### config.mk
export PLATFORM = sky130hd
export DESIGN_NAME = motor_drive_supervisor_flat
export DESIGN_NICKNAME = d
export VERILOG_FILES = /design/src/design/msup_pkg.sv /design/src/design/msup_if.sv /design/src/design/msup_cal.sv /design/src/design/msup_ctrl.sv /design/src/design/motor_drive_supervisor.sv /design/src/flat_wrapper.sv
export VERILOG_INCLUDE_DIRS = /design/src /design/src/design
export SDC_FILE = /design/constraint.sdc
export NUM_CORES = 1
export LEC_CHECK = 0
export BUFFER_PORTS_ARGS = -buffer_cell sky130_fd_sc_hd__buf_2
export CELL_PAD_IN_SITES_DETAIL_PLACEMENT = 1
export CELL_PAD_IN_SITES_GLOBAL_PLACEMENT = 1
export CORE_UTILIZATION = 36
export DETAILED_ROUTE_END_ITERATION = 16
export PLACE_DENSITY_LB_ADDON = 0.1
export SYNTH_ARGS = -nofsm -noshare
export SYNTH_HDL_FRONTEND = slang
export SYNTH_SLANG_ARGS = --single-unit
### constraint.sdc
create_clock -name clk -period 4.89 [get_ports clk]
set_input_delay 0.2445 -clock clk [delete_from_list [all_inputs] [get_ports clk]]
set_output_delay 0.2445 -clock clk [all_outputs]
set_load 0.03 [all_outputs]
### src/design/assert_macros.svh
// Assertion macros for the motor drive supervisor; msup_ctrl uses them.
`ifndef ASSERT_MACROS_SVH
`define ASSERT_MACROS_SVH
`ifndef NO_ASSERTIONS
// Same-cycle implication, checked at every rising edge outside reset.
`define ASSERT_IMPLY(label, clk, rst_n, ante, cons) \
	label: assert property (@(posedge clk) disable iff (!(rst_n)) (ante) |-> (cons)) \
		else $error("assertion failed: implication");
// Next-cycle implication, checked at every rising edge outside reset.
`define ASSERT_NEXT(label, clk, rst_n, ante, cons) \
	label: assert property (@(posedge clk) disable iff (!(rst_n)) (ante) |=> (cons)) \
		else $error("assertion failed: next-cycle implication");
`else
`define ASSERT_IMPLY(label, clk, rst_n, ante, cons)
`define ASSERT_NEXT(label, clk, rst_n, ante, cons)
`endif
`endif

### src/design/msup_pkg.sv
// Types, codes and constants of the motor drive supervisor.
package msup_pkg;

	localparam int CAL_SAMPLES = 1024;
	localparam int CAL_SHIFT   = $clog2(CAL_SAMPLES);
	localparam int ADC_BITS    = 12;
	localparam int ACC_W       = 22;
	localparam int CNT_W       = 11;
	localparam int TICK_W      = 20;
	localparam logic [TICK_W-1:0] TICKS_MAX = '1;

	localparam int CFG_IDX_W  = 3;
	localparam int CFG_DATA_W = 20;

	localparam logic [19:0] ALIGN_LEN_RST        = 20'd20000;
	localparam logic [14:0] SPEED_REF_LIMIT_RST  = 15'd16384;
	localparam logic [14:0] RAMP_STEP_RST        = 15'd1;
	localparam logic [7:0]  SPEED_DIVIDER_RST    = 8'd10;
	localparam logic [14:0] WEAKEN_THRESHOLD_RST = 15'd13107;

	typedef enum logic [CFG_IDX_W-1:0] {
		REG_ALIGN_LEN        = 3'd0,
		REG_SPEED_REF_LIMIT  = 3'd1,
		REG_RAMP_STEP        = 3'd2,
		REG_SPEED_DIVIDER    = 3'd3,
		REG_WEAKEN_THRESHOLD = 3'd4
	} reg_idx_t;

	typedef enum logic [2:0] {
		KIND_TICK      = 3'd0,
		KIND_RUN       = 3'd1,
		KIND_STOP      = 3'd2,
		KIND_SET_REF   = 3'd3,
		KIND_RAISE_FLT = 3'd4
	} kind_t;

	typedef enum logic [2:0] {
		MODE_CAL   = 3'd0,
		MODE_IDLE  = 3'd1,
		MODE_ALIGN = 3'd2,
		MODE_RUN   = 3'd3,
		MODE_FAULT = 3'd4
	} mode_t;

	typedef struct packed {
		logic [2:0]          kind;
		logic [ADC_BITS-1:0] raw_a;
		logic [ADC_BITS-1:0] raw_b;
		logic [ADC_BITS-1:0] raw_c;
		logic                driver_fault;
		logic signed [15:0]  measured_speed;
		logic signed [15:0]  speed_request;
		logic [7:0]          fault_bits;
	} cmd_item_t;

	typedef struct packed {
		logic [2:0]         mode;
		logic               pwm_enable;
		logic               loop_reset;
		logic               encoder_zero;
		logic               speed_loop_strobe;
		logic signed [15:0] speed_ramp;
		logic               weaken_enable;
		logic               offsets_valid;
		logic [11:0]        offset_a;
		logic [11:0]        offset_b;
		logic [11:0]        offset_c;
		logic [7:0]         fault_latch;
	} rpt_item_t;

	typedef struct packed {
		logic [19:0] align_len;
		logic [14:0] speed_ref_limit;
		logic [14:0] ramp_step;
		logic [7:0]  speed_divider;
		logic [14:0] weaken_threshold;
	} cfg_t;

	// Calibration state as it stands after the current item.
	typedef struct packed {
		logic        done;
		logic        offsets_valid;
		logic [11:0] offset_a;
		logic [11:0] offset_b;
		logic [11:0] offset_c;
	} cal_view_t;

	// Mode controller state and strobes as they stand after the current item.
	typedef struct packed {
		mode_t              mode;
		logic               pwm_enable;
		logic               loop_reset;
		logic               encoder_zero;
		logic               speed_loop_strobe;
		logic signed [15:0] speed_ramp;
		logic               weaken_enable;
		logic [7:0]         fault_latch;
	} ctrl_view_t;

endpackage

### src/design/msup_if.sv
// Valid/ready channels for supervisor commands and reports.
interface msup_cmd_if;
	logic                valid;
	logic                ready;
	msup_pkg::cmd_item_t data;
	modport source(output valid, output data, input ready);
	modport sink(input valid, input data, output ready);
endinterface

interface msup_rpt_if;
	logic                valid;
	logic                ready;
	msup_pkg::rpt_item_t data;
	modport source(output valid, output data, input ready);
	modport sink(input valid, input data, output ready);
endinterface

### src/design/msup_cal.sv
// Phase-current zero offset calibration: accumulators, sample count, offsets.
module msup_cal (
	input  logic                          clk,
	input  logic                          arst_n,
	input  logic                          step,
	input  logic                          cal_en,
	input  logic [msup_pkg::ADC_BITS-1:0] raw_a,
	input  logic [msup_pkg::ADC_BITS-1:0] raw_b,
	input  logic [msup_pkg::ADC_BITS-1:0] raw_c,
	output msup_pkg::cal_view_t           view
);

	logic [msup_pkg::ACC_W-1:0] acc_a_q, acc_b_q, acc_c_q;
	logic [msup_pkg::ACC_W-1:0] acc_a_n, acc_b_n, acc_c_n;
	logic [msup_pkg::CNT_W-1:0] cnt_q, cnt_n;
	logic                       ok_q;
	logic [11:0]                off_a_q, off_b_q, off_c_q;

	assign acc_a_n = acc_a_q + msup_pkg::ACC_W'(raw_a);
	assign acc_b_n = acc_b_q + msup_pkg::ACC_W'(raw_b);
	assign acc_c_n = acc_c_q + msup_pkg::ACC_W'(raw_c);
	assign cnt_n   = cnt_q + 1'b1;

	always_comb begin
		view.done          = (cnt_n >= msup_pkg::CNT_W'(msup_pkg::CAL_SAMPLES));
		view.offsets_valid = ok_q;
		view.offset_a      = off_a_q;
		view.offset_b      = off_b_q;
		view.offset_c      = off_c_q;
		if (cal_en && view.done) begin
			view.offsets_valid = 1'b1;
			// sample count is a power of two: average is a shift
			view.offset_a = acc_a_n[msup_pkg::CAL_SHIFT +: 12];
			view.offset_b = acc_b_n[msup_pkg::CAL_SHIFT +: 12];
			view.offset_c = acc_c_n[msup_pkg::CAL_SHIFT +: 12];
		end
	end

	always_ff @(posedge clk or negedge arst_n) begin
		if (!arst_n) begin
			acc_a_q <= '0;
			acc_b_q <= '0;
			acc_c_q <= '0;
			cnt_q   <= '0;
			ok_q    <= 1'b0;
			off_a_q <= '0;
			off_b_q <= '0;
			off_c_q <= '0;
		end else if (step && cal_en) begin
			acc_a_q <= acc_a_n;
			acc_b_q <= acc_b_n;
			acc_c_q <= acc_c_n;
			cnt_q   <= cnt_n;
			ok_q    <= view.offsets_valid;
			off_a_q <= view.offset_a;
			off_b_q <= view.offset_b;
			off_c_q <= view.offset_c;
		end
	end

endmodule

### src/design/msup_ctrl.sv
// Mode state machine, speed ramp, outer loop divider and fault latch.
`include "assert_macros.svh"

module msup_ctrl (
	input  logic                 clk,
	input  logic                 arst_n,
	input  logic                 step,
	input  msup_pkg::cfg_t       cfg,
	input  logic [2:0]           kind,
	input  logic                 driver_fault,
	input  logic signed [15:0]   measured_speed,
	input  logic signed [15:0]   speed_request,
	input  logic [7:0]           fault_bits,
	input  logic                 cal_done,
	output logic                 cal_en,
	output msup_pkg::ctrl_view_t view
);

	msup_pkg::mode_t                 mode_q, mode_n;
	logic [msup_pkg::TICK_W-1:0]     ticks_q, ticks_n;
	logic                            bridge_q, bridge_n;
	logic [7:0]                      fault_q, fault_n;
	logic signed [15:0]              ref_q, ref_n;
	logic signed [15:0]              ramp_q, ramp_n;
	logic [7:0]                      div_q, div_n, div_inc;
	logic signed [16:0]              delta, step_x, ramp_x, ref_x, req_x, lim_x;
	logic [16:0]                     spd_x, spd_mag;
	logic                            drive_mode;

	assign ramp_x  = {ramp_q[15], ramp_q};
	assign ref_x   = {ref_q[15], ref_q};
	assign req_x   = {speed_request[15], speed_request};
	assign step_x  = {2'b00, cfg.ramp_step};
	assign lim_x   = {2'b00, cfg.speed_ref_limit};
	assign delta   = ref_x - ramp_x;
	assign div_inc = div_q + 8'd1;
	assign spd_x   = {measured_speed[15], measured_speed};
	assign spd_mag = measured_speed[15] ? (17'd0 - spd_x) : spd_x;

	assign drive_mode = (mode_q == msup_pkg::MODE_ALIGN) || (mode_q == msup_pkg::MODE_RUN);

	always_comb begin
		mode_n   = mode_q;
		ticks_n  = ticks_q;
		bridge_n = bridge_q;
		fault_n  = fault_q;
		ref_n    = ref_q;
		ramp_n   = ramp_q;
		div_n    = div_q;
		cal_en   = 1'b0;
		view.loop_reset        = 1'b0;
		view.encoder_zero      = 1'b0;
		view.speed_loop_strobe = 1'b0;
		view.weaken_enable     = 1'b0;
		unique case (kind)
			msup_pkg::KIND_TICK: begin
				if (ticks_q != msup_pkg::TICKS_MAX) begin
					ticks_n = ticks_q + 1'b1;
				end
				if (driver_fault && mode_q != msup_pkg::MODE_FAULT) begin
					fault_n[0] = 1'b1;
					bridge_n   = 1'b0;
					mode_n     = msup_pkg::MODE_FAULT;
					ticks_n    = '0;
				end else begin
					unique case (mode_q)
						msup_pkg::MODE_CAL: begin
							cal_en = 1'b1;
							if (cal_done) begin
								mode_n  = msup_pkg::MODE_IDLE;
								ticks_n = '0;
							end
						end
						msup_pkg::MODE_ALIGN: begin
							bridge_n = 1'b1;
							if (ticks_n >= cfg.align_len) begin
								view.encoder_zero = 1'b1;
								view.loop_reset   = 1'b1;
								mode_n            = msup_pkg::MODE_RUN;
								ticks_n           = '0;
							end
						end
						msup_pkg::MODE_RUN: begin
							if (delta > step_x) begin
								ramp_n = 16'(ramp_x + step_x);
							end else if (delta < -step_x) begin
								ramp_n = 16'(ramp_x - step_x);
							end else begin
								ramp_n = ref_q;
							end
							if (div_inc >= cfg.speed_divider) begin
								div_n                  = '0;
								view.speed_loop_strobe = 1'b1;
							end else begin
								div_n = div_inc;
							end
							view.weaken_enable = (spd_mag > {2'b00, cfg.weaken_threshold});
						end
						default: ;
					endcase
				end
			end
			msup_pkg::KIND_RUN: begin
				if (mode_q == msup_pkg::MODE_IDLE) begin
					mode_n  = msup_pkg::MODE_ALIGN;
					ticks_n = '0;
				end
			end
			msup_pkg::KIND_STOP: begin
				view.loop_reset = 1'b1;
				bridge_n        = 1'b0;
				ramp_n          = '0;
				mode_n          = msup_pkg::MODE_IDLE;
				ticks_n         = '0;
			end
			msup_pkg::KIND_SET_REF: begin
				// clamp to +/- limit
				if (req_x > lim_x) begin
					ref_n = 16'(lim_x);
				end else if (req_x < -lim_x) begin
					ref_n = 16'(-lim_x);
				end else begin
					ref_n = speed_request;
				end
			end
			msup_pkg::KIND_RAISE_FLT: begin
				fault_n  = fault_q | fault_bits;
				bridge_n = 1'b0;
				mode_n   = msup_pkg::MODE_FAULT;
				ticks_n  = '0;
			end
			default: ;
		endcase
		view.mode        = mode_n;
		view.pwm_enable  = bridge_n;
		view.speed_ramp  = ramp_n;
		view.fault_latch = fault_n;
	end

	always_ff @(posedge clk or negedge arst_n) begin
		if (!arst_n) begin
			mode_q   <= msup_pkg::MODE_CAL;
			ticks_q  <= '0;
			bridge_q <= 1'b0;
			fault_q  <= '0;
			ref_q    <= '0;
			ramp_q   <= '0;
			div_q    <= '0;
		end else if (step) begin
			mode_q   <= mode_n;
			ticks_q  <= ticks_n;
			bridge_q <= bridge_n;
			fault_q  <= fault_n;
			ref_q    <= ref_n;
			ramp_q   <= ramp_n;
			div_q    <= div_n;
		end
	end

	`ASSERT_IMPLY(a_bridge_mode, clk, arst_n, bridge_q, drive_mode)
	`ASSERT_NEXT(a_zero_enters_run, clk, arst_n, step && view.encoder_zero, mode_q == msup_pkg::MODE_RUN)
	`ASSERT_NEXT(a_faults_stick, clk, arst_n, 1'b1, (fault_q & $past(fault_q)) == $past(fault_q))
	`ASSERT_IMPLY(a_ramp_in_range, clk, arst_n, 1'b1, ramp_q != 16'sh8000 && ref_q != 16'sh8000)

endmodule

### src/design/motor_drive_supervisor.sv
// Top level of the motor drive supervisor: config registers, item and report stages.
//
//   channel  role    handshake      payload
//   cmd      sink    valid/ready    kind, raw phase samples, fault pin, speeds, fault bits
//   report   source  valid/ready    mode, strobes, ramp, weakening, offsets, latched faults
//   cfg      write   cfg_we         cfg_index selects register, cfg_wdata value
//
// One item per cycle sustained while reports are taken; an item taken sits in the
// item register, then the mode logic updates state and loads the report register.
// Reset clears control state, config gets defaults; mode starts in calibrate. A held
// report stalls the item register, and cmd.ready drops only while both stages are full.
module motor_drive_supervisor (
	input  logic                            clk,
	input  logic                            arst_n,
	input  logic                            cfg_we,
	input  logic [msup_pkg::CFG_IDX_W-1:0]  cfg_index,
	input  logic [msup_pkg::CFG_DATA_W-1:0] cfg_wdata,
	msup_cmd_if.sink                        cmd,
	msup_rpt_if.source                      report
);

	msup_pkg::cfg_t      cfg_q;
	msup_pkg::cmd_item_t item_s1;
	logic                valid_s1;
	msup_pkg::rpt_item_t rpt_q;
	logic                rpt_valid_q;
	logic                advance;
	logic                cal_en;
	msup_pkg::cal_view_t  cal_view;
	msup_pkg::ctrl_view_t ctrl_view;

	// advance the item stage when the report register is free or being taken
	assign advance    = valid_s1 && (!rpt_valid_q || report.ready);
	assign cmd.ready  = !valid_s1 || advance;
	assign report.valid = rpt_valid_q;
	assign report.data  = rpt_q;

	always_ff @(posedge clk or negedge arst_n) begin
		if (!arst_n) begin
			cfg_q.align_len        <= msup_pkg::ALIGN_LEN_RST;
			cfg_q.speed_ref_limit  <= msup_pkg::SPEED_REF_LIMIT_RST;
			cfg_q.ramp_step        <= msup_pkg::RAMP_STEP_RST;
			cfg_q.speed_divider    <= msup_pkg::SPEED_DIVIDER_RST;
			cfg_q.weaken_threshold <= msup_pkg::WEAKEN_THRESHOLD_RST;
		end else if (cfg_we) begin
			unique case (cfg_index)
				msup_pkg::REG_ALIGN_LEN:        cfg_q.align_len        <= cfg_wdata[19:0];
				msup_pkg::REG_SPEED_REF_LIMIT:  cfg_q.speed_ref_limit  <= cfg_wdata[14:0];
				msup_pkg::REG_RAMP_STEP:        cfg_q.ramp_step        <= cfg_wdata[14:0];
				msup_pkg::REG_SPEED_DIVIDER:    cfg_q.speed_divider    <= cfg_wdata[7:0];
				msup_pkg::REG_WEAKEN_THRESHOLD: cfg_q.weaken_threshold <= cfg_wdata[14:0];
				default: ;
			endcase
		end
	end

	always_ff @(posedge clk or negedge arst_n) begin
		if (!arst_n) begin
			valid_s1 <= 1'b0;
		end else if (cmd.ready) begin
			valid_s1 <= cmd.valid;
		end
	end

	always_ff @(posedge clk) begin
		if (cmd.ready && cmd.valid) begin
			item_s1 <= cmd.data;
		end
	end

	msup_cal u_cal (
		.clk    (clk),
		.arst_n (arst_n),
		.step   (advance),
		.cal_en (cal_en),
		.raw_a  (item_s1.raw_a),
		.raw_b  (item_s1.raw_b),
		.raw_c  (item_s1.raw_c),
		.view   (cal_view)
	);

	msup_ctrl u_ctrl (
		.clk            (clk),
		.arst_n         (arst_n),
		.step           (advance),
		.cfg            (cfg_q),
		.kind           (item_s1.kind),
		.driver_fault   (item_s1.driver_fault),
		.measured_speed (item_s1.measured_speed),
		.speed_request  (item_s1.speed_request),
		.fault_bits     (item_s1.fault_bits),
		.cal_done       (cal_view.done),
		.cal_en         (cal_en),
		.view           (ctrl_view)
	);

	always_ff @(posedge clk or negedge arst_n) begin
		if (!arst_n) begin
			rpt_valid_q <= 1'b0;
		end else if (advance) begin
			rpt_valid_q <= 1'b1;
		end else if (report.ready) begin
			rpt_valid_q <= 1'b0;
		end
	end

	always_ff @(posedge clk) begin
		if (advance) begin
			rpt_q.mode              <= ctrl_view.mode;
			rpt_q.pwm_enable        <= ctrl_view.pwm_enable;
			rpt_q.loop_reset        <= ctrl_view.loop_reset;
			rpt_q.encoder_zero      <= ctrl_view.encoder_zero;
			rpt_q.speed_loop_strobe <= ctrl_view.speed_loop_strobe;
			rpt_q.speed_ramp        <= ctrl_view.speed_ramp;
			rpt_q.weaken_enable     <= ctrl_view.weaken_enable;
			rpt_q.offsets_valid     <= cal_view.offsets_valid;
			rpt_q.offset_a          <= cal_view.offset_a;
			rpt_q.offset_b          <= cal_view.offset_b;
			rpt_q.offset_c          <= cal_view.offset_c;
			rpt_q.fault_latch       <= ctrl_view.fault_latch;
		end
	end

endmodule

### src/flat_wrapper.sv
// flat-port wrapper written by rule: the top's interface ports become plain ports
module motor_drive_supervisor_flat 
  (clk, arst_n, cfg_we, cfg_index, cfg_wdata, cmd_valid, cmd_data, cmd_ready, report_valid, report_data, report_ready);
  msup_cmd_if cmd_i ();
  msup_rpt_if report_i ();
  input  logic clk;
  input  logic arst_n;
  input  logic cfg_we;
  input  logic [msup_pkg::CFG_IDX_W-1:0] cfg_index;
  input  logic [msup_pkg::CFG_DATA_W-1:0] cfg_wdata;
  input wire logic [$bits(cmd_i.valid)-1:0] cmd_valid;
  input wire logic [$bits(cmd_i.data)-1:0] cmd_data;
  output wire logic [$bits(cmd_i.ready)-1:0] cmd_ready;
  output wire logic [$bits(report_i.valid)-1:0] report_valid;
  output wire logic [$bits(report_i.data)-1:0] report_data;
  input wire logic [$bits(report_i.ready)-1:0] report_ready;
  assign cmd_i.valid = cmd_valid;
  assign cmd_i.data = cmd_data;
  assign cmd_ready = cmd_i.ready;
  assign report_valid = report_i.valid;
  assign report_data = report_i.data;
  assign report_i.ready = report_ready;
  motor_drive_supervisor u_core (.clk(clk), .arst_n(arst_n), .cfg_we(cfg_we), .cfg_index(cfg_index), .cfg_wdata(cfg_wdata), .cmd(cmd_i), .report(report_i));
endmodule
Word-level counts from Yosys, hierarchy flattened

Cells that the tools add are included.

Bits in registers: 410
Latch bits: 0
RAM bits: 0
Memory bits (read-only): 0
Input port bits: 108
Output and inout port bits: 71
Logic and storage cells: 147
Memories kept: 0

Add/sub/neg operators: 12
$mul: 0
Divide/modulo/power cells: 0
$lt $le $gt $ge: 8
Eq/ne operators: 14
Shift operators: 0
Multiplexer cells: 41
Bitwise logic cells: 5
Reduce and logical (&&, ||, !) cells: 25

Operators by type and width:

| operator                                                               | count |
|---|---|
| 20-bit 2-to-1 mux                                                      | 6 |
| 16-bit 2-to-1 mux                                                      | 6 |
| 22-bit by 12-bit adder with 22-bit output                              | 3 |
| 20-bit one-hot mux with 3 select lines                                 | 1 |
| 20-bit one-hot mux with 2 select lines                                 | 1 |
| 37-bit 2-to-1 mux                                                      | 1 |
| 15-bit negation with 17-bit output                                     | 2 |
| 16-bit one-hot mux with 2 select lines                                 | 1 |
| 20-bit by 1-bit adder with 20-bit output (second input constant)       | 1 |
| 20-bit >= comparator                                                   | 1 |
| 20-bit inequality test (second input constant)                         | 1 |
| 3-bit by 2-bit equality test with 1-bit output (second input constant) | 6 |
| 17-bit by 15-bit > comparator with 1-bit output                        | 1 |
| 17-bit by 16-bit > comparator with 1-bit output                        | 1 |
| 16-bit by 17-bit less-than comparator with 1-bit output                | 1 |
| 17-bit less-than comparator                                            | 1 |
| 17-bit 2-to-1 mux                                                      | 1 |
| 1-bit by 16-bit subtractor with 17-bit output (first input constant)   | 1 |
| 16-bit by 16-bit subtractor with 17-bit output                         | 1 |
| 16-bit adder                                                           | 1 |
| 16-bit > comparator                                                    | 1 |
| 16-bit subtractor                                                      | 1 |
| 3-bit 2-to-1 mux                                                       | 5 |
| 3-bit one-hot mux with 4 select lines                                  | 1 |
| other kinds (27)                                                       | 59 |

Longest topological paths before layout

Gate-level depths: netlist of the first run.

Depth in word-level cells: 8
Depth in mapped cells: 25
Gate-level depth less buffers: 23

Cells and area by module

A second synthesis of the first run with hierarchy kept.

Cell total of the unflattened synthesis: 2402
Area total of the unflattened synthesis: 24638.6 µm²

Modules (own cells, without submodules):

| module                 | instances | cells an instance | area an instance (µm²) | sequential area each (µm²) |
|---|---|---|---|---|
| msup_ctrl              | 1         | 1276              | 9967.1                 | 1801.7 |
| motor_drive_supervisor | 1         | 316               | 7353.3                 | 6372.4 |
| msup_cal               | 1         | 810               | 7318.3                 | 2852.7 |

Least setup slack after synthesis of the first run

OpenSTA, ideal clock, no wires.

Path kind: reg2reg
Start point: register u_core.u_ctrl.ref_q[0]
End point: register u_core.rpt_q, in the netlist u_core.report.data[50] (data pin)
Library setup time: 0.256 ns
Arrival: 4.398 ns
Data required time: 4.634 ns
Setup slack: 0.236 ns
Cell stages (with the launch flop): 26
Path buffers: 2
Clock period less this slack: 4.654 ns
Cells stage by stage: dfrtp_1 inv_1 ha_1 inv_1 fa_1 a21oi_1 a2bb2oi_1 a31oi_1 and2_1 o21ai_0 nand2b_1 a21o_1 a21oi_1 xnor2_1 ha_1 nand4_1 nor2_1 and4_1 o221ai_1 a21o_1 a21oi_2 buf_6 buf_8 mux2i_1 o221ai_1 a22o_1

RTL lines:

| what                   | RTL line                     | source |
|---|---|---|
| from (decl)            | msup_ctrl.sv:23              | `logic signed [15:0] ref_q, ref_n;` |
| from (signal assigned) | msup_ctrl.sv:154             | `ref_q <= ref_n;` |
| to (decl)              | motor_drive_supervisor.sv:25 | `msup_pkg::rpt_item_t rpt_q;` |

==> qor.yml, run 1 <==
status: "finished clean"
clkLatencyLatePin_ns: 0.61
gr-total-overflow: 0
slew_violations: 0
final_area_mm2: 0.0291
io_pins: 179
synth-seq-cells: 410
grt_pass1_vias: 20864
synth_flop_cell: "dfrtp_1"
synthCells: 2414
gp_congestion: 0.920
max-vdd-ir-drop_mv: 0.347
seqPwrFrac: 0.304
grt_usage: 0.232
syn_nets: 2721
initialDrtViolationCount: 973
p_leak_nw: 12.9
die_area_mm2: 0.0668
busiest_layer: "met2"
min_path_type: "primary input to flop"
ys_seq_area_frac: 0.466
final_common_cell: "nand2_1"
crit_family: "compound AO/OA/AOI/OAI gates"
p_sw_frac: 0.373
yosys_warnings: 0
worst_clock_skew_ns: 0.0322
grt_util_met2: 0.400
fmax_mhz: 209
slowest_delay_ns: 0.39
final_util: 0.450
dieHeight_um: 259
dieWidth_um: 259
antenna_found_initial: 2
relSlewSlack: 0.0979
critical_path_class: "flop to flop"
critPathMaxFanout: 6
syn_area_mm2: 0.0237
instances_no_fill: 3659
setup_tns_ns: 0
p_int_mw: 9.05
cts_tree: "done"
drc: 0
cp_slowest_cell: "dfrtp_1"
vias: 19281
met1_usage: 0.310
endpoint_kind: "flop"
avgSynthCellArea_um2: 9.81
layout.nets: 3068
ys_types: 86
synth_top_area_share: 0.258
clkPwrFrac: 0.263
grt_max_degree: 95
layout_worst_path_cycle_share: 0.978
pwr_density_cell_mw_per_mm2: 495
critical_path.cell_chain: "inv_2, ha_4, inv_2, fa_2, a21oi_4, a2bb2oi_2, a31oi_2, and2_4, o21ai_2, nand2b_1, a21o_1, a21oi_2, xnor2_2, ha_1, nand4_1, nor2_2, and4_4, o221ai_4, a21o_1, a21oi_4, buf_12, mux2_2, nor3_2, o21ai_0"
arrival_ns: 5.08
wl_mm: 76.4
drtPass1Iterations: 4
rows: 93
yosysTopAreaCell: "dfrtp_1"
vias_per_cell: 5.27
critPathBufInv: 3
met3_usage: 0.0263
clock-sinks: 410
hold_viol: 0
grt_pass1_wl_mm: 121
io_buffer_count: 178
final.min_clock_period_ns: 4.78
dp_hpwl_mm: 56.6
worst_pin_slew_ns: 1.35
htreeDepth: 2
numPlacedInstances: 3455
setup_viol: 0
comb_power_share: 0.433
clk_pin_slew_ns: 0.06
p_sw_mw: 5.39
rsz0062_at_grt: "yes"
core_area_mm2: 0.0647
start_util: 0.366
critPathLaunchType: "flop"
placed_area_mm2: 0.0261
cap_violations: 0
area_growth_pct: 23.0
async_reset_ff_frac: 0.637
wire_per_inst_um: 20.9
antenna_left: 0
layout-drive-gt1-share: 0.172
required_ns: 5.19
ys_top_cells_by_area: "dfrtp_1 26%, edfxtp_1 19%, ha_1 10%, o21ai_0 5.5%, nand2_1 5.2%"
cts-root-buf: "clkbuf_16"
numCtsBuffers: 50
clock_path_buffers: 3
layout_common_cells: "329 x nand2_1, 253 x o21ai_0, 244 x dfrtp_1, 192 x ha_1, 177 x buf_2"
synth_edf_count: 149
-- repair_timing --
item | 4_1_cts | 5_1_grt
cloned | 1 | 0
endpoints found under the setup margin | 31 | 55
pin swaps | 17 | 28
hold buffers | 94 | 0
hold endpoints to repair | 180 | 0
gates resized for setup | 20 | 43
setup buffers | 9 | 5
-- final cells by class --
class / count / area (um2)
repair buffers: 382 / 2770
diodes: 1 / 2.50
inverters: 159 / 601
well taps: 855 / 1070
multi-input cells: 1758 / 12000
flip-flops and latches: 410 / 11000
clock buffers: 67 / 1420
clock inverters: 27 / 260
fillers: 7321 / 35600
-- registers in the layout, indices dropped and copies added, names as in the netlist, 3 cells and up --
register               cells
u_core.cfg_q              73
u_core.item_s1            80
u_core.report.data        69
u_core.u_cal.acc_a_q      22
u_core.u_cal.acc_b_q      22
u_core.u_cal.acc_c_q      22
u_core.u_cal.cnt_q        11
u_core.u_cal.off_a_q      12
u_core.u_cal.off_b_q      12
u_core.u_cal.off_c_q      12
u_core.u_ctrl.div_q        8
u_core.u_ctrl.fault_q      8
u_core.u_ctrl.mode_q       3
u_core.u_ctrl.ramp_q      16
u_core.u_ctrl.ref_q       16
u_core.u_ctrl.ticks_q     20
-- per-stage QoR --
| step | setup slack, ns | hold WS, ns | total power, mW |
|---|---|---|---|
| final | 0.109 | 0.0219 | 14.4 |
| after global routing | -0.129 | 0.0105 | 15.3 |
| after CTS | 0.00242 | 0.00104 | 14.2 |
| after detailed placement | -0.356 | 0.345 | 9.94 |
| after global placement | -0.216 | 0.327 | 9.77 |
| after floorplan | 0.236 | -0.0511 | 7.93 |
-- logic make-up (layout without fill, tap and decap cells) --
group	count (synthesis)	in the layout	synth area share
xor gates and xnor gates	168	168	0.0624
AOI/OAI and AO/OA	584	584	0.156
DFF	410	410	0.466
buffers and inverters	246	635	0.0408
and+or+nand+nor	765	765	0.150
other	0	1	0
adders and majority gates	199	199	0.107
muxes	42	42	0.0189
-- Yosys cell counts, types with 11 or more instances --
master and count:
nor2_1 145, nor2b_1 25, a211oi_1 14, a31oi_1 15, ha_1 193, xor2_1 50, o21a_1 23, nor3_1 44
nor4_1 22, a21o_1 38, nand4_1 25, clkbuf_1 73, a22o_1 27, mux2i_1 20, mux2_2 22, inv_1 158
and3_1 18, edfxtp_1 149, xnor2_1 117, o211ai_1 11, dfrtp_1 244, nand2_1 330, nand2b_1 34, o21ai_0 260
a21oi_1 78, nand3_1 50, dfstp_2 17, o31ai_1 19, or3_1 21
-- worst paths after layout --
| path | from | end | slack (ns) | depth (start not counted) |
|---|---|---|---|---|
| min | cfg_wdata[11] | u_core.cfg_q[64]$_DFFE_PN1P_ | 0.02 | 3 |
| max | u_core.u_ctrl.ref_q[0]$_DFFE_PN0P_ | u_core.report.data[55]$_DFFE_PP_ | 0.11 | 24 |
| min in group asynchronous | arst_n | u_core.cfg_q[30]$_DFFE_PN0P_ | 0.29 | 2 |
| max reg2reg | u_core.u_ctrl.ref_q[0]$_DFFE_PN0P_ | u_core.report.data[55]$_DFFE_PP_ | 0.11 | 24 |
| max in group asynchronous | arst_n | u_core.u_ctrl.ref_q[0]$_DFFE_PN0P_ | 3.31 | 3 |
| min reg2reg | u_core.u_cal.ok_q$_DFFE_PN0P_ | u_core.u_cal.ok_q$_DFFE_PN0P_ | 0.46 | 1 |
-- tightest hold or removal path, stage by stage --
cell and delay [ns]:
buf_2 0.20, nand2_1 0.08, o21ai_0 0.08
-- per-layer routing --
| layer | routed length (um) | vias to the layer above | share of wire |
|---|---|---|---|
| met5 | 0 | - | 0 |
| met4 | 1900 | 0 | 0.025 |
| met3 | 2840 | 93 | 0.037 |
| met2 | 36900 | 305 | 0.48 |
| met1 | 34800 | 9630 | 0.46 |
| li1 | - | 9253 | - |
-- power groups by stage --
stage          logic, mW  registers (mW)  clock network [mW]
2_1_floorplan       3.52            4.41                   0
3_3_place_gp        5.34            4.43                   0
3_5_place_dp        5.50            4.45                   0
4_1_cts             5.91            4.39                3.90
5_1_grt             6.85            4.45                4.02
6_report            6.25            4.39                3.80
Power figures use the tool's default switching activity.
==> run 2, diff against run 1 <==
--- a/config.mk
+++ b/config.mk
@@ -10,6 +10,7 @@
 export CELL_PAD_IN_SITES_DETAIL_PLACEMENT = 1
 export CELL_PAD_IN_SITES_GLOBAL_PLACEMENT = 1
 export CORE_UTILIZATION = 36
+export CTS_BUF_LIST = sky130_fd_sc_hd__clkbuf_2 sky130_fd_sc_hd__clkbuf_4 sky130_fd_sc_hd__clkbuf_8
 export DETAILED_ROUTE_END_ITERATION = 16
 export PLACE_DENSITY_LB_ADDON = 0.1
 export SYNTH_ARGS = -nofsm -noshare
==> qor.yml, run 2 (synthesized netlist as in run 1, its figures left out) <==
relSlewSlack: 0.102  # +0.00398
dp_hpwl_mm: 56.6  # unchanged
grt_pass1_vias: 21207  # +1.6%
grt_pass1_wl_mm: 122  # +0.70%
vias_per_cell: 5.25  # -0.45%
final.min_clock_period_ns: 4.76  # -0.0166 ns
hold_viol: 0  # unchanged
clock-sinks: 410  # unchanged
critPathBufInv: 3  # unchanged
grt_max_degree: 95  # unchanged
drtPass1Iterations: 4  # unchanged
antenna_found_initial: 3  # +1
gp_congestion: 0.920  # unchanged
io_pins: 179  # unchanged
top_register: "u_core.item_s1"
critical_path.cell_chain: "inv_2, ha_4, inv_2, fa_2, a21oi_4, a2bb2oi_2, a31oi_2, and2_4, o21ai_2, nand2b_1, a21o_1, a21oi_2, xnor2_2, ha_1, nand4_1, nor2_2, and4_4, o221ai_4, a21o_1, a21oi_4, buf_12, mux2_2, nor3_2, o21ai_1"
area_growth_pct: 23.1  # about the same
layout.nets: 3107  # +1.3%
p_leak_nw: 13.0  # +0.61%
gr-total-overflow: 0  # unchanged
max-vdd-ir-drop_mv: 0.257  # -26%
critical_path_class: "flop to flop"
numPlacedInstances: 3455  # unchanged
largest_reg_flops: 80  # unchanged
critPathMaxFanout: 6  # unchanged
instances_no_fill: 3721  # +1.7%
vias: 19519  # +1.2%
cts_tree: "done"
cp_slowest_cell: "dfrtp_1"
cap_violations: 0  # unchanged
wl_mm: 77.0  # +0.74%
dp_slack_ns: -0.356  # unchanged
worst_clock_skew_ns: 0.0355  # +0.00334 ns
clk_pin_slew_ns: 0.06  # about the same
drc: 0  # unchanged
rsz0062_at_grt: "yes"
crit_family: "compound AO/OA/AOI/OAI gates"
grt_usage: 0.234  # +0.00199
initialDrtViolationCount: 918  # -5.7%
status: "finished clean"
numCtsBuffers: 79  # +58%
rows: 93  # unchanged
clkLatencyLatePin_ns: 0.68  # +0.07 ns
wire_per_inst_um: 20.7  # -0.94%
clock_path_buffers: 3  # unchanged
die_area_mm2: 0.0668  # unchanged
layout_common_cells: "329 x nand2_1, 251 x o21ai_0, 244 x dfrtp_1, 192 x ha_1, 177 x buf_2"
fillers: 7358  # +0.51%
antenna_left: 0  # unchanged
core_area_mm2: 0.0647  # unchanged
fmax_mhz: 210  # +0.35%
io_buffer_count: 178  # unchanged
dieHeight_um: 259  # unchanged
start_util: 0.366  # unchanged
dieWidth_um: 259  # unchanged
layout_worst_path_cycle_share: 0.974  # -0.00340
layout-drive-gt1-share: 0.187  # +0.0148
setup_viol: 0  # unchanged
slowest_delay_ns: 0.39  # about the same
required_ns: 5.28  # +0.09 ns
worst_pin_slew_ns: 1.34  # -0.00595 ns
critPathLaunchType: "flop"
cts-root-buf: "clkbuf_8"
arrival_ns: 5.15  # +0.07 ns
final_common_cell: "nand2_1"
min_path_type: "primary input to flop"
layout_setup_ws_ns: 0.126  # +0.0166 ns
htreeDepth: 3  # +1
endpoint_kind: "flop"
pwr_density_cell_mw_per_mm2: 484  # -2.3%
slew_violations: 0  # unchanged
run 2: changes by cell type in the layout (fill, tap and decap cells not counted), moves of 3 or more:
cell | before | now
clkbuf_8 | 8 | 89
clkbuf_16 | 51 | 1
clkbuf_4 | 0 | 29
dlygate4sd3_1 | 94 | 104
clkbuf_1 | 8 | 0
bufinv_16 | 4 | 0
clkinv_1 | 10 | 14
inv_8 | 0 | 3
o21ai_1 | 11 | 14
run 2: cell type report:
type / count / area, um2 / area share
flip-flops and latches: 410 / 11000 / 0.378
repair buffers: 392 / 2860 / 0.0981
clock inverters: 28 / 166 / 0.00571
clock buffers: 118 / 1440 / 0.0495
inverters: 159 / 601 / 0.0206
diodes: 1 / 2.50 / 0.0000858
well taps: 855 / 1070 / 0.0367
multi-input cells: 1758 / 12000 / 0.411
run 2: metal layers:
metal | wire length (um) | global-route usage | part of all wire
met3 | 2750 | 0.0305 | 0.036
met1 | 35400 | 0.308 | 0.46
met2 | 37200 | 0.401 | 0.48
met5 | 13 | 0 | 0.00017
met4 | 1650 | 0.0697 | 0.021
run 2: stage by stage:
stage / total power [mW] / hold slack (ns) / TNS, ns / cell area (um2) / util
2_1_floorplan: 7.93 / -0.0511 / 0 / 23700 / -
3_3_place_gp: 9.77 / 0.327 / -2.06 / 26100 / 0.403
3_5_place_dp: 9.94 / 0.345 / -6.17 / 26100 / 0.403
4_1_cts: 13.9 / 0.113 / 0 / 28900 / 0.447
5_1_grt: 15.0 / 0.191 / -0.976 / 29200 / 0.451
6_report: 14.1 / 0.191 / 0 / 29200 / 0.451
run 2: power breakdown:
part | internal (mW) | switching [mW]
clock | 1.91 | 1.61
sequential | 4.05 | 0.345
combinational | 2.74 | 3.47
run 2: tightest hold or removal path, delay by kind of cell:
kind / cells / cell delay, ns
buffers and inverters: 2 / 0.35
AOI/OAI and AO/OA: 1 / 0.07
and+or+nand+nor: 2 / 0.16
run 2: repair_timing:
| action | in CTS | in global routing |
|---|---|---|
| resized for setup | 17 | 52 |
| buffers inserted | 8 | 7 |
| pin swaps | 16 | 31 |
| endpoints found under the hold margin | 235 | 0 |
| cloned | 1 | 0 |
| setup endpoints to repair | 31 | 55 |
| hold buffers | 104 | 0 |
run 2: worst paths after layout:
path / start / to / slack [ns] / cells after the start
worst max register to register: u_core.u_ctrl.ref_q[0]$_DFFE_PN0P_ / u_core.report.data[55]$_DFFE_PP_ / 0.13 / 24
worst min register to register: u_core.u_cal.ok_q$_DFFE_PN0P_ / u_core.u_cal.ok_q$_DFFE_PN0P_ / 0.47 / 1
worst min-delay path: cfg_index[0] / u_core.cfg_q[1]$_DFFE_PN1P_ / 0.19 / 5
worst max-delay path: u_core.u_ctrl.ref_q[0]$_DFFE_PN0P_ / u_core.report.data[55]$_DFFE_PP_ / 0.13 / 24
max in group asynchronous: arst_n / u_core.cfg_q[10]$_DFFE_PN0P_ / 3.37 / 3
min in group asynchronous: arst_n / u_core.cfg_q[30]$_DFFE_PN0P_ / 0.22 / 2
==> run 3, diff against run 2 <==
--- a/config.mk
+++ b/config.mk
@@ -7,7 +7,7 @@
 export NUM_CORES = 1
 export LEC_CHECK = 0
 export BUFFER_PORTS_ARGS = -buffer_cell sky130_fd_sc_hd__buf_2
-export CELL_PAD_IN_SITES_DETAIL_PLACEMENT = 1
+export CELL_PAD_IN_SITES_DETAIL_PLACEMENT = 0
 export CELL_PAD_IN_SITES_GLOBAL_PLACEMENT = 1
 export CORE_UTILIZATION = 36
 export CTS_BUF_LIST = sky130_fd_sc_hd__clkbuf_2 sky130_fd_sc_hd__clkbuf_4 sky130_fd_sc_hd__clkbuf_8
==> qor.yml, run 3 (synthesized netlist as in run 1, its figures left out) <==
seq_area_mm2: 0.0110  # unchanged
setup_viol: 0  # unchanged
p_total_mw: 14.3  # +1.2%
wl_mm: 72.3  # -6.1%
critPathLaunchType: "flop"
area_growth_pct: 23.6
layout_setup_ws_ns: 0.184  # +0.0580 ns
clkLatencyLatePin_ns: 0.69  # about the same
layout_worst_path_cycle_share: 0.962  # -0.0119
top_register: "u_core.item_s1"
comb_power_share: 0.429  # -0.011
io_buffer_count: 178  # unchanged
routed.top_layer: "met4"
htreeDepth: 3  # unchanged
status: "finished clean"
initialDrtViolationCount: 1128  # +23%
critical_path.startpoint: "u_core.u_ctrl.ref_q[0]$_DFFE_PN0P_"
dieHeight_um: 259  # unchanged
grt_pass1_vias: 19415  # -8.5%
layout.nets: 3108  # +0.032%
seqPwrFrac: 0.307  # -0.004
antenna_left: 0  # unchanged
rr_startpoint: "u_core.u_ctrl.ref_q[0]$_DFFE_PN0P_"
cap_violations: 0  # unchanged
min_path_type: "primary input to flop"
rows: 93  # unchanged
layout_common_cells: "329 x nand2_1, 253 x o21ai_0, 244 x dfrtp_1, 192 x ha_1, 177 x buf_2"
die_area_mm2: 0.0668  # unchanged
pwr_density_cell_mw_per_mm2: 488  # +0.73%
dp_slack_ns: -0.318  # +0.0384 ns
cts_tree: "done"
cts-root-buf: "clkbuf_8"
fillers: 6306  # -14%
slew_violations: 0  # unchanged
instances_no_fill: 3727  # +0.16%
antenna_found_initial: 3  # unchanged
fmax_mhz: 212  # +1.2%
clock_path_buffers: 3  # unchanged
worst_clock_skew_ns: 0.0382  # +0.00266 ns
numCtsBuffers: 81  # +2.5%
p_sw_frac: 0.375  # -0.00972
io_pins: 179  # unchanged
rsz0062_at_grt: "yes"
largest_reg_flops: 80  # unchanged
wl_met1_mm: 33.7  # -4.7%
critical_path_class: "flop to flop"
dieWidth_um: 259  # unchanged
wire_per_inst_um: 19.4  # -6.2%
required_ns: 5.32  # +0.04 ns
clk_pin_slew_ns: 0.06  # about the same
gr-total-overflow: 0  # unchanged
multi_input_area_mm2: 0.0120  # -0.18%
grt_usage: 0.219  # -0.0157
clkPwrFrac: 0.264  # +0.015
numPlacedInstances: 3455  # unchanged
worst_pin_slew_ns: 1.16  # -0.177 ns
layout-drive-gt1-share: 0.189  # +0.00211
p_leak_nw: 13.1  # +0.45%
clock-sinks: 410  # unchanged
endpoint_kind: "flop"
grt_pass1_wl_mm: 113  # -7.2%
max-vdd-ir-drop_mv: 0.353  # +37%
p_int_mw: 8.93  # +2.8%
vias_per_cell: 5.12  # -2.5%
grt_max_degree: 95  # unchanged
worstHoldStart: "cfg_index[0]"
final.min_clock_period_ns: 4.71  # -0.0580 ns
final_util: 0.453  # +0.00197
arrival_ns: 5.13  # -0.02 ns
vias: 19071  # -2.3%
wl_met3_mm: 2.93  # +6.8%
drtPass1Iterations: 5  # +1
p_sw_mw: 5.35  # -1.4%
core_area_mm2: 0.0647  # unchanged
relSlewSlack: 0.224  # +0.122
start_util: 0.366  # unchanged
gp_congestion: 0.920  # unchanged
hold_viol: 0  # unchanged
dp_hpwl_mm: 52.8  # -6.7%
drc: 0  # unchanged
critPathMaxFanout: 5  # -1
final_common_cell: "nand2_1"
route.met2.wl_mm: 34.0  # -8.5%
[run 3: cell count changes in the layout (fill, tap and decap cells not counted), moves of 2 or more]
cell       previous run  this run
o21ai_0             251       253
buf_8                 3         1
a211oi_2              2         0
a221oi_2              3         1
clkbuf_4             29        33
inv_6                 0         2
clkinv_1             14         8
a221oi_1              4         6
bufinv_16             0         3
[run 3: what timing repair did]
action / in CTS / in global routing
gates cloned: 1 / 0
hold buffers: 104 / 0
endpoints found under the hold margin: 233 / 0
gates resized for setup: 18 / 42
buffers inserted: 6 / 6
pin swaps: 12 / 28
setup endpoints to repair: 28 / 53
[run 3: layout make-up]
class / count / share of cell area
antenna: 2 / 0.000171
clock buffer: 123 / 0.0508
clock inverter: 29 / 0.00931
inverter: 159 / 0.0205
multi-input combinational: 1758 / 0.409
sequential: 410 / 0.377
tap: 855 / 0.0365
timing repair buffer: 391 / 0.0976
[run 3: power by group through the flow]
stage               combinational [mW]  clock [mW]  sequential [mW]
floorplan                         3.52           0             4.41
CTS                               5.81        3.89             4.38
detailed placement                5.39           0             4.44
finish                            6.13        3.77             4.38
global placement                  5.34           0             4.43
global route                      6.76        4.03             4.44
[run 3: final timing paths]
| path | depth (start not counted) | endpoint | slack [ns] |
|---|---|---|---|
| max reg2reg | 26 | u_core.report.data[46]$_DFFE_PP_ | 0.18 |
| min in group asynchronous | 2 | u_core.cfg_q[30]$_DFFE_PN0P_ | 0.19 |
| max | 26 | u_core.report.data[46]$_DFFE_PP_ | 0.18 |
| max in group asynchronous | 3 | u_core.u_ctrl.ramp_q[1]$_DFFE_PN0P_ | 3.40 |
| min reg2reg | 1 | u_core.u_cal.ok_q$_DFFE_PN0P_ | 0.46 |
| min | 5 | u_core.cfg_q[9]$_DFFE_PN1P_ | 0.16 |
[run 3: worst max-delay path, cell delays in order (launching register included)]
cell       delay [ns]
dfrtp_1          0.38
inv_1            0.07
ha_2             0.19
inv_2            0.04
fa_2             0.37
a21oi_4          0.18
a2bb2oi_2        0.17
a31oi_2          0.12
and2_4           0.16
o21ai_2          0.10
nand2b_1         0.08
buf_4            0.14
xor2_2           0.14
ha_1             0.31
buf_4            0.13
nand4_1          0.09
nor2_2           0.05
buf_4            0.13
a221oi_2         0.24
buf_4            0.16
a21o_1           0.18
a21oi_4          0.10
buf_12           0.15
buf_16           0.13
nor2_4           0.16
o21ai_1          0.12
a221o_1          0.34
[run 3: through the flow]
stage | TNS, ns | hold slack [ns] | instance area, um2
after floorplan | 0 | -0.0511 | 23700
after global placement | -2.06 | 0.327 | 26100
after detailed placement | -3.86 | 0.346 | 26100
after CTS | 0 | 0.0839 | 29100
after global routing | -0.0962 | 0.158 | 29300
final | 0 | 0.156 | 29300
[run 3: metal layers]
metal | vias to the layer above | global-route usage
li1 | 9352 | -
met1 | 9253 | 0.293
met2 | 366 | 0.366
met3 | 100 | 0.0351
met4 | 0 | 0.0580
met5 | - | 0
